## config.mk

```make
export PLATFORM = sky130hd
export DESIGN_NAME = mandelbrot_escape_time
export DESIGN_NICKNAME = d
export VERILOG_FILES = /design/src/sv/met_pkg.sv /design/src/sv/mandelbrot_escape_time.sv
export SDC_FILE = /design/constraint.sdc
export NUM_CORES = 2
export LEC_CHECK = 0
export BUFFER_PORTS_ARGS = -buffer_cell sky130_fd_sc_hd__buf_2
export CAP_MARGIN = 20
export CELL_PAD_IN_SITES_DETAIL_PLACEMENT = 1
export CELL_PAD_IN_SITES_GLOBAL_PLACEMENT = 2
export CORE_MARGIN = 4
export CORE_UTILIZATION = 39
export DETAILED_ROUTE_END_ITERATION = 10
export GPL_TIMING_DRIVEN = 0
export HOLD_SLACK_MARGIN = 0.03
export PLACE_DENSITY_LB_ADDON = 0.1
export SLEW_MARGIN = 10
export SYNTH_ARGS = -nofsm -noshare
export SYNTH_HDL_FRONTEND = slang
export SYNTH_SLANG_ARGS = --single-unit
```

## constraint.sdc

```tcl
create_clock -name clk -period 9 [get_ports clk]
set_input_delay 1.8 -clock clk [delete_from_list [all_inputs] [get_ports clk]]
set_output_delay 1.8 -clock clk [all_outputs]
set_load 0.005 [all_outputs]
```

## src/sv/met_pkg.sv

```systemverilog
// Types and constants for the escape-time evaluator.
package met_pkg;

    localparam int WORD_W     = 32;
    localparam int CNT_W      = 12;
    localparam int PIX_W      = 12;
    localparam int CFG_IDX_W  = 3;
    localparam int CFG_DATA_W = 32;

    typedef logic signed [WORD_W-1:0] word_t;
    typedef logic [CNT_W-1:0]         cnt_t;
    typedef logic [PIX_W-1:0]         pix_t;
    typedef logic [CFG_IDX_W-1:0]     cfg_idx_t;
    typedef logic [CFG_DATA_W-1:0]    cfg_data_t;

    // register map
    localparam cfg_idx_t REG_ORIGIN_RE = 3'd0;
    localparam cfg_idx_t REG_ORIGIN_IM = 3'd1;
    localparam cfg_idx_t REG_STEP_RE   = 3'd2;
    localparam cfg_idx_t REG_STEP_IM   = 3'd3;
    localparam cfg_idx_t REG_MAX_ITER  = 3'd4;

    // reset values, Q4.28
    localparam word_t ORIGIN_RE_RST = -32'sd369828896;
    localparam word_t ORIGIN_IM_RST = 32'sd12839697;
    localparam word_t STEP_RE_RST   = 32'sd29360;
    localparam word_t STEP_IM_RST   = 32'sd46976;
    localparam cnt_t  MAX_ITER_RST  = 12'd768;

    localparam word_t WORD_MAX = 32'sh7FFF_FFFF;
    localparam word_t WORD_MIN = 32'sh8000_0000;

endpackage

```

## src/sv/mandelbrot_escape_time.sv

```systemverilog
// Escape-time evaluator: maps a pixel to c and iterates z = z*z + c.
//
// Usage
//   Command channel: pulse start with pixel_x/pixel_y while busy is low; the beat is
//   taken at that edge and busy rises on the next cycle.
//   Result channel: done is high for exactly one cycle with iteration_count and
//   escaped. The receiver cannot stall; it must take the beat in that cycle.
//   Config port: cfg_we/cfg_index/cfg_data write one register per edge, no
//   handshake. Index 0..4 = origin_re, origin_im, step_re, step_im,
//   max_iterations; other indexes are dropped. Write only while busy is low.
// Schedule
//   One signed 32x32 multiplier with a registered product does all the math.
//   Mapping runs through MAP_X, MAP_Y and MAP_END (two products, two saturating
//   adds); each iteration runs through SQ_R, SQ_I, CROSS and UPDATE (r*r, i*i,
//   r*i, then the update). done rises after the UPDATE that reaches the limit
//   (768 at reset), or after the CROSS check in which the point escapes. One
//   pixel is worked on at a time: busy falls in the cycle done is high, so a new
//   start can be taken right then.
// Reset
//   rst_n is asynchronous, active low: sequencer to idle, done low, config
//   registers back to their reset values. No clearing pass is needed.
module mandelbrot_escape_time
    import met_pkg::*;
#(
    parameter int FRAC_BITS  = 28,
    parameter int COORD_BITS = 12
) (
    input  logic      clk,
    input  logic      rst_n,
    input  logic      start,
    output logic      busy,
    input  pix_t      pixel_x,
    input  pix_t      pixel_y,
    output logic      done,
    output cnt_t      iteration_count,
    output logic      escaped,
    input  logic      cfg_we,
    input  cfg_idx_t  cfg_index,
    input  cfg_data_t cfg_data
);

    // widths derived from the parameters and the word sizes
    localparam int CW     = (COORD_BITS < PIX_W) ? COORD_BITS : PIX_W;
    localparam int PROD_W = 2 * WORD_W;
    localparam int SH_W   = PROD_W - FRAC_BITS;         // floored product
    localparam int MP_W   = CW + WORD_W + 1;             // pixel * step
    localparam int SW_A   = SH_W + 2;
    localparam int SW_B   = FRAC_BITS + 4;
    localparam int SW_C   = MP_W + 1;
    localparam int SW_AB  = (SW_A > SW_B) ? SW_A : SW_B;
    localparam int SUM_W  = (SW_AB > SW_C) ? SW_AB : SW_C;

    localparam logic signed [SUM_W-1:0] FOUR =
        {{(SUM_W-1){1'b0}}, 1'b1} << (FRAC_BITS + 2);

    // sequencer
    localparam logic [2:0] S_IDLE    = 3'd0;
    localparam logic [2:0] S_MAP_X   = 3'd1;
    localparam logic [2:0] S_MAP_Y   = 3'd2;
    localparam logic [2:0] S_MAP_END = 3'd3;
    localparam logic [2:0] S_SQ_R    = 3'd4;
    localparam logic [2:0] S_SQ_I    = 3'd5;
    localparam logic [2:0] S_CROSS   = 3'd6;
    localparam logic [2:0] S_UPDATE  = 3'd7;

    function automatic word_t sat_word(input logic signed [SUM_W-1:0] v);
        logic [SUM_W-WORD_W:0] hi;
        hi = v[SUM_W-1:WORD_W-1];
        if ((&hi) || !(|hi))
            return v[WORD_W-1:0];
        else if (v[SUM_W-1])
            return WORD_MIN;
        else
            return WORD_MAX;
    endfunction

    function automatic logic signed [SUM_W-1:0] ext_sh(input logic signed [SH_W-1:0] v);
        return {{(SUM_W-SH_W){v[SH_W-1]}}, v};
    endfunction

    function automatic logic signed [SUM_W-1:0] ext_word(input word_t v);
        return {{(SUM_W-WORD_W){v[WORD_W-1]}}, v};
    endfunction

    // config registers
    word_t origin_re_reg, origin_im_reg, step_re_reg, step_im_reg;
    cnt_t  max_iter_reg;

    // datapath / control registers
    logic [2:0]              state_reg, state_next;
    logic [CW-1:0]           px_reg, px_next, py_reg, py_next;
    word_t                   cre_reg, cre_next, cim_reg, cim_next;
    word_t                   r_reg, r_next, i_reg, i_next;
    logic signed [SH_W-1:0]  r2_reg, r2_next, i2_reg, i2_next;
    cnt_t                    iter_reg, iter_next;
    logic signed [PROD_W-1:0] prod_reg, prod_next;
    logic                    done_reg, done_next;
    cnt_t                    count_reg, count_next;
    logic                    esc_reg, esc_next;

    // shared multiplier operands
    word_t mul_a, mul_b;

    logic signed [SH_W-1:0]  prod_sh;
    logic signed [SUM_W-1:0] map_prod;
    logic signed [SUM_W-1:0] mag_sum, r_sum, i_sum;
    cnt_t                    iter_inc;

    always_comb
    begin
        case (state_reg)
            S_MAP_X:
            begin
                mul_a = step_re_reg;
                mul_b = word_t'({{(WORD_W-CW){1'b0}}, px_reg});
            end
            S_MAP_Y:
            begin
                mul_a = step_im_reg;
                mul_b = word_t'({{(WORD_W-CW){1'b0}}, py_reg});
            end
            S_SQ_R:
            begin
                mul_a = r_reg;
                mul_b = r_reg;
            end
            S_SQ_I:
            begin
                mul_a = i_reg;
                mul_b = i_reg;
            end
            default:
            begin
                mul_a = r_reg;
                mul_b = i_reg;
            end
        endcase
    end

    assign prod_next = mul_a * mul_b;

    // arithmetic shift of the product is the floor
    assign prod_sh  = prod_reg[PROD_W-1:FRAC_BITS];
    assign map_prod = {{(SUM_W-MP_W){prod_reg[MP_W-1]}}, prod_reg[MP_W-1:0]};
    assign mag_sum  = ext_sh(r2_reg) + ext_sh(prod_sh);
    assign r_sum    = ext_sh(r2_reg) - ext_sh(i2_reg) + ext_word(cre_reg);
    assign i_sum    = ext_sh(prod_sh) + ext_sh(prod_sh) + ext_word(cim_reg);
    assign iter_inc = iter_reg + cnt_t'(1);

    always_comb
    begin
        state_next = state_reg;
        px_next    = px_reg;
        py_next    = py_reg;
        cre_next   = cre_reg;
        cim_next   = cim_reg;
        r_next     = r_reg;
        i_next     = i_reg;
        r2_next    = r2_reg;
        i2_next    = i2_reg;
        iter_next  = iter_reg;
        done_next  = 1'b0;
        count_next = count_reg;
        esc_next   = esc_reg;
        case (state_reg)
            S_IDLE:
            begin
                if (start)
                begin
                    px_next    = pixel_x[CW-1:0];
                    py_next    = pixel_y[CW-1:0];
                    iter_next  = '0;
                    state_next = S_MAP_X;
                end
            end
            S_MAP_X:
                state_next = S_MAP_Y;
            S_MAP_Y:
            begin
                cre_next   = sat_word(ext_word(origin_re_reg) + map_prod);
                state_next = S_MAP_END;
            end
            S_MAP_END:
            begin
                cim_next = sat_word(ext_word(origin_im_reg) + map_prod);
                r_next   = cre_reg;
                i_next   = cim_next;
                if (max_iter_reg == '0)
                begin
                    // zero limit: no iteration at all
                    done_next  = 1'b1;
                    count_next = '0;
                    esc_next   = 1'b0;
                    state_next = S_IDLE;
                end
                else
                    state_next = S_SQ_R;
            end
            S_SQ_R:
                state_next = S_SQ_I;
            S_SQ_I:
            begin
                r2_next    = prod_sh;
                state_next = S_CROSS;
            end
            S_CROSS:
            begin
                i2_next = prod_sh;
                if (mag_sum >= FOUR)
                begin
                    done_next  = 1'b1;
                    count_next = iter_reg;
                    esc_next   = 1'b1;
                    state_next = S_IDLE;
                end
                else
                    state_next = S_UPDATE;
            end
            S_UPDATE:
            begin
                r_next    = sat_word(r_sum);
                i_next    = sat_word(i_sum);
                iter_next = iter_inc;
                if (iter_inc == max_iter_reg)
                begin
                    done_next  = 1'b1;
                    count_next = iter_inc;
                    esc_next   = 1'b0;
                    state_next = S_IDLE;
                end
                else
                    state_next = S_SQ_R;
            end
            default:
                state_next = S_IDLE;
        endcase
    end

    always_ff @(posedge clk or negedge rst_n)
    begin
        if (!rst_n)
        begin
            state_reg <= S_IDLE;
            done_reg  <= 1'b0;
            count_reg <= '0;
            esc_reg   <= 1'b0;
        end
        else
        begin
            state_reg <= state_next;
            done_reg  <= done_next;
            count_reg <= count_next;
            esc_reg   <= esc_next;
        end
    end

    // payload, no reset
    always_ff @(posedge clk)
    begin
        px_reg   <= px_next;
        py_reg   <= py_next;
        cre_reg  <= cre_next;
        cim_reg  <= cim_next;
        r_reg    <= r_next;
        i_reg    <= i_next;
        r2_reg   <= r2_next;
        i2_reg   <= i2_next;
        iter_reg <= iter_next;
        prod_reg <= prod_next;
    end

    // config writes
    always_ff @(posedge clk or negedge rst_n)
    begin
        if (!rst_n)
        begin
            origin_re_reg <= ORIGIN_RE_RST;
            origin_im_reg <= ORIGIN_IM_RST;
            step_re_reg   <= STEP_RE_RST;
            step_im_reg   <= STEP_IM_RST;
            max_iter_reg  <= MAX_ITER_RST;
        end
        else if (cfg_we)
        begin
            case (cfg_index)
                REG_ORIGIN_RE: origin_re_reg <= word_t'(cfg_data);
                REG_ORIGIN_IM: origin_im_reg <= word_t'(cfg_data);
                REG_STEP_RE:   step_re_reg   <= word_t'(cfg_data);
                REG_STEP_IM:   step_im_reg   <= word_t'(cfg_data);
                REG_MAX_ITER:  max_iter_reg  <= cfg_data[CNT_W-1:0];
                default:       ;
            endcase
        end
    end

    assign busy            = (state_reg != S_IDLE);
    assign done            = done_reg;
    assign iteration_count = count_reg;
    assign escaped         = esc_reg;

endmodule

```

## Yosys cells after proc, flatten, opt, wreduce, memory -nomap -nowiden

Cells that the tools add are included.

| word-level totals | value |
|---|---|
| flip-flop bits (word level) | 457 |
| bits in writable memories | 0 |
| bits in latches | 0 |
| bits in read-only memories | 0 |
| memories | 0 |

| cells by class | value |
|---|---|
| shifts and indexed selects | 0 |
| eq/ne operators | 16 |
| divide/modulo/power cells | 0 |
| $lt $le $gt $ge | 1 |
| bitwise gates (word level) | 0 |
| add/subtract/negate cells | 8 |
| muxes and demuxes | 31 |
| multipliers | 1 |
| reduce and logical (&&, ||, !) cells | 31 |

Operators with widths:

| kind | number |
|---|---|
| 2-to-1 mux 32 bit | 8 |
| one-hot mux 32 bit (3 select lines) | 2 |
| one-hot mux 32 bit (2 select lines) | 2 |
| adder 32 x 45 -> 46 bit | 2 |
| adder 37 x 32 -> 38 bit | 2 |
| adder 36 x 36 -> 37 bit | 2 |
| multiplier 32 x 32 -> 64 bit | 1 |
| AND reduction 15 bit | 4 |
| OR reduction 15 bit | 4 |
| 2-to-1 mux 12 bit | 4 |
| >= comparator 37 x 32 -> 1 bit, second input constant | 1 |
| subtractor 36 x 36 -> 37 bit | 1 |
| one-hot mux 12 bit (3 select lines) | 1 |
| one-hot mux 12 bit (2 select lines) | 1 |
| one-hot mux 3 bit (8 select lines) | 1 |
| equality test 3 bit, second input constant | 5 |
| AND reduction 2 bit | 7 |
| adder 12 x 1 -> 12 bit, second input constant | 1 |
| equality test 12 bit | 1 |
| equality test 3 x 2 -> 1 bit, second input constant | 4 |
| logical NOT 12 bit | 1 |
| 2-to-1 mux 3 bit | 4 |
| != test 2 bit, second input constant | 4 |
| equality test 3 x 1 -> 1 bit, second input constant | 2 |
| other kinds (8) | 23 |

## Longest topological paths before layout

| logic depth | value |
|---|---|
| depth after elaboration | 7 |
| mapped depth | 39 |
| mapped depth without buffers | 35 |

## Worst setup path after synthesis

No wires, ideal clock.

| path | value |
|---|---|
| path type | register to register |
| start point | register state_reg[1] |
| end point | register prod_reg[60] |
| slack | -0.355 ns |
| data arrival time | 9.283 ns |
| cell stages (with the launch flop) | 34 |
| period minus slack after synthesis | 9.355 ns |
| path buffers | 4 |
| cells stage by stage | dfrtp_1 clkbuf_1 nor2b_1 clkbuf_1 buf_1 a22oi_1 nor2_1 a221o_1 clkbuf_1 nand2_1 inv_1 fa_1 inv_1 fa_1 inv_1 fa_1 fa_1 inv_1 fa_1 inv_1 fa_1 fa_1 fa_1 ha_1 a21o_1 or2_2 a211oi_1 a21oi_1 o41ai_1 o21ai_0 a21o_1 a21o_1 a21oi_1 xnor2_1 |

| on the way | value |
|---|---|
| cells in the longest elaborated chain, start to end | 3 |

Ends and longest elaborated chain:

| what | RTL line | source |
|---|---|---|
| start: declaration | mandelbrot_escape_time.sv:90 | `logic [2:0] state_reg, state_next;` |
| start signal: assignment | mandelbrot_escape_time.sv:250 | `state_reg <= state_next;` |
| equality test 3 bit, or another cell as far along | mandelbrot_escape_time.sv:111 | `case (state_reg)` |
| one-hot mux 32 bit (3 select lines) | mandelbrot_escape_time.sv:111 |  |
| multiplier 32 x 32 -> 64 bit (*) | mandelbrot_escape_time.sv:140 | `assign prod_next = mul_a * mul_b;` |
| via prod_next[60] | mandelbrot_escape_time.sv:96 | `logic signed [PROD_W-1:0] prod_reg, prod_next;` |
| end signal: assignment | mandelbrot_escape_time.sv:269 | `prod_reg <= prod_next;` |
| end: declaration | mandelbrot_escape_time.sv:96 |  |

The timed path passes the listed nets; every way through them passes the cells marked *.
A chain may end at the register's enable or synchronous reset.

## Worst setup path after layout

| path | value |
|---|---|
| start point | register state_reg[0] |
| end point | register prod_reg[63] |

Same word-level chain as after synthesis.

==> flow_metrics.py <==
metrics = {
    "global_route": {
        "grt_remaining_overflow": 0,
        "first_global_vias": 56900,
        "grt_max_degree": 82,
        "antenna_found_initial": 25,
        "track_usage": 0.329,
        "grt_pass1_wl_mm": 410,
    },
    "critical_path": {
        "end_kind": "flop",
        "slowest_stage": "fa_2",
        "r2r_cells": 34,
        "crit_path_max_fanout": 10,
        "cp_common_cell": "fa_1",
        "critPathKind": "flop to flop",
        "worstPathArrival_ns": 10.10,
        "cpPeakStageDelay_ns": 0.65,
        "required_ns": 9.55,
        "critPathLaunchType": "flop",
    },
    "sta": {
        "holdWs_ns": 0.508,
        "finalCritPeriodShare": 1.06,
        "drv_slew": 0,
        "worstMarginPinSlew_ns": 1.19,
        "setup_ws_ns": -0.554,
        "slew_headroom": 0.201,
        "finalSetupViolations": 22,
        "min_period_ns": 9.55,
        "clock-skew-final_ns": 0.0650,
        "maxClockFrequency_mhz": 105,
        "rsz0062_at_grt": "yes",
        "timing_hold_violations_final": 0,
    },
    "placement": {
        "dp_hpwl_mm": 236,
        "dpl-instance-area_um2": 68900,
        "io_buffers": 77,
        "place_congestion": 0.956,
    },
    "layout": {
        "nets": 8813,
        "largest_reg_flops": 64,
        "area_growth_pct": 19.9,
        "fin_area_um2": 77400,
        "drive_above_1_share": 0.197,
    },
    "clock_tree": {
        "clkTransAtPathRegs_ns": 0.07,
        "cts_buffer_depth": 3,
        "root_buffer": "clkbuf_16",
        "hold_buffers": 0,
        "cts_tree": "built",
        "cts_sinks": 457,
        "h-tree-depth": 2,
        "clk_latency_ns": 0.66,
        "cts_buffers": 50,
    },
    "logic_synthesis": {
        "postSynthAreaPerCell_um2": 9.55,
        "synth_cell_type_count": 100,
        "yosysSeqAreaShare": 0.191,
        "synthArstFlopShare": 0.344,
        "syn_nets": 8326,
        "syn_inst": 6756,
        "synth-seq-cells": 457,
        "synth_edf_count": 236,
        "ys_warn_count": 0,
        "yosysTopAreaCell": "fa_1",
        "synth_top_area_share": 0.348,
        "synth_top_flop_cell": "edfxtp_1",
        "yosysMostFrequentCell": "inv_1",
        "ys_top_cells_by_count": "inv_1 (1213), fa_1 (1122), nor2_1 (752), nand2_1 (664), ha_1 (385)",
        "synth_area_um2": 64600,
        "synth_area_leaders": "fa_1 (35%), edfxtp_1 (11%), ha_1 (7.5%)",
    },
    "detailed_routing": {
        "dr.pass1.iters": 6,
        "vias_per_cell": 5.61,
        "drc_errors": 0,
        "wl_per_cell_um": 30.3,
        "routed_wl_mm": 288,
        "dr.first_iter.drc_count": 4334,
        "vias": 53200,
        "antenna_left": 0,
    },
    "floorplanning": {
        "rows": 149,
        "ios": 78,
        "die_width_um": 415,
        "die_area_um2": 172000,
        "die_h_um": 415,
        "core_area_um2": 165000,
        "initial_core_util": 0.392,
    },
    "run_status": {
        "violations": "negative setup slack",
        "status": "complete, but fails checks",
    },
    "min_path": {
        "hold_class": "flop to flop",
        "hold_path_depth": 1,
    },
    "flow_run": {
        "maxCapViolCount": 0,
    },
}
-- cell type report --
class,instances,area (um^2)
buffer,274,2970
sequential,457,12400
antenna,11,27.5
clock buffer,61,1320
timing repair buffer,460,4100
inverter,1215,4580
tap,2189,2740
fill,18400,87400
multi-input combinational,4785,48900
clock inverter,31,414
-- final timing paths --
check                                start  slack [ns]                 end
max                           state_reg[0]       -0.55        prod_reg[63]
min                        step_im_reg[25]        0.51     step_im_reg[25]
max reg2reg                   state_reg[0]       -0.55        prod_reg[63]
min reg2reg                step_im_reg[25]        0.51     step_im_reg[25]
max in group asynchronous            rst_n        7.00      step_im_reg[7]
min in group asynchronous            rst_n        1.15  iteration_count[9]
-- per-stage QoR --
stage,setup TNS [ns],std cells,setup slack [ns],utilization
after floorplan,0,6756,0.0281,-
after global placement,-173.26,9022,-4.73,0.411
after detailed placement,-116.34,9086,-3.62,0.418
after CTS,-6.20,9388,-0.560,0.461
after global routing,-10.41,9477,-0.713,0.470
final,-6.73,9483,-0.554,0.470
-- routing by layer --
metal / part of all wire / GRT usage / vias up
met2: 0.46 / 0.538 / 1810
met1: 0.41 / 0.431 / 28100
met3: 0.057 / 0.0385 / 601
met4: 0.070 / 0.171 / 6
met5: 0.00013 / 0 / -
li1: - / - / 22700
-- critical path, delay by kind of cell (launching register included) --
family                   cells  cell delay [ns]
adder cells (fa/ha/maj)      9             4.55
AO/OA/AOI/OAI                8             1.65
AND/OR/NAND/NOR              9             1.55
buffers and inverters        7             1.02
flip-flops                   1             0.45
XOR/XNOR                     1             0.18
-- cells by family (layout without fill, tap and decap cells) --
family	after synthesis	in the layout	share of synthesized area
adder cells (fa/ha/maj)	1507	1507	0.423
multiplexers	149	149	0.0258
other	0	11	0
XOR/XNOR	240	240	0.0326
AO/OA/AOI/OAI	1096	1096	0.120
AND/OR/NAND/NOR	1792	1793	0.118
flip-flops	457	457	0.191
buffers and inverters	1515	2041	0.0895
-- timing repair --
item | in CTS | in global routing
buffers inserted | 224 | 94
pin swaps | 166 | 205
setup endpoints to repair | 54 | 34
gates resized for setup | 893 | 238
cloned | 7 | 1
-- cell usage in the layout, fill, tap and decap left out, drive strengths merged, types with 22 or more instances in the layout --
cell type and count:
a221oi 69, o21bai 53, dfrtp 110, and2 29, mux2 139, buf 545
a21o 148, ha 385, nor3 30, nand4 49, dfstp 47, nand3 74
inv 1216, a221o 46, xnor2 146, a211oi 29, o211ai 37, nand2 665
nor4 22, a22o 28, clkbuf 250, a22oi 70, a21oi 247, o21ai 191
nor2 755, and3 25, nand2b 44, fa 1122, nor2b 30, dfxtp 64
edfxtp 236, xor2 94, o21a 35
Power is not shown: default switching activity piles up to over one toggle a cycle in this logic, so the estimate is an artifact.
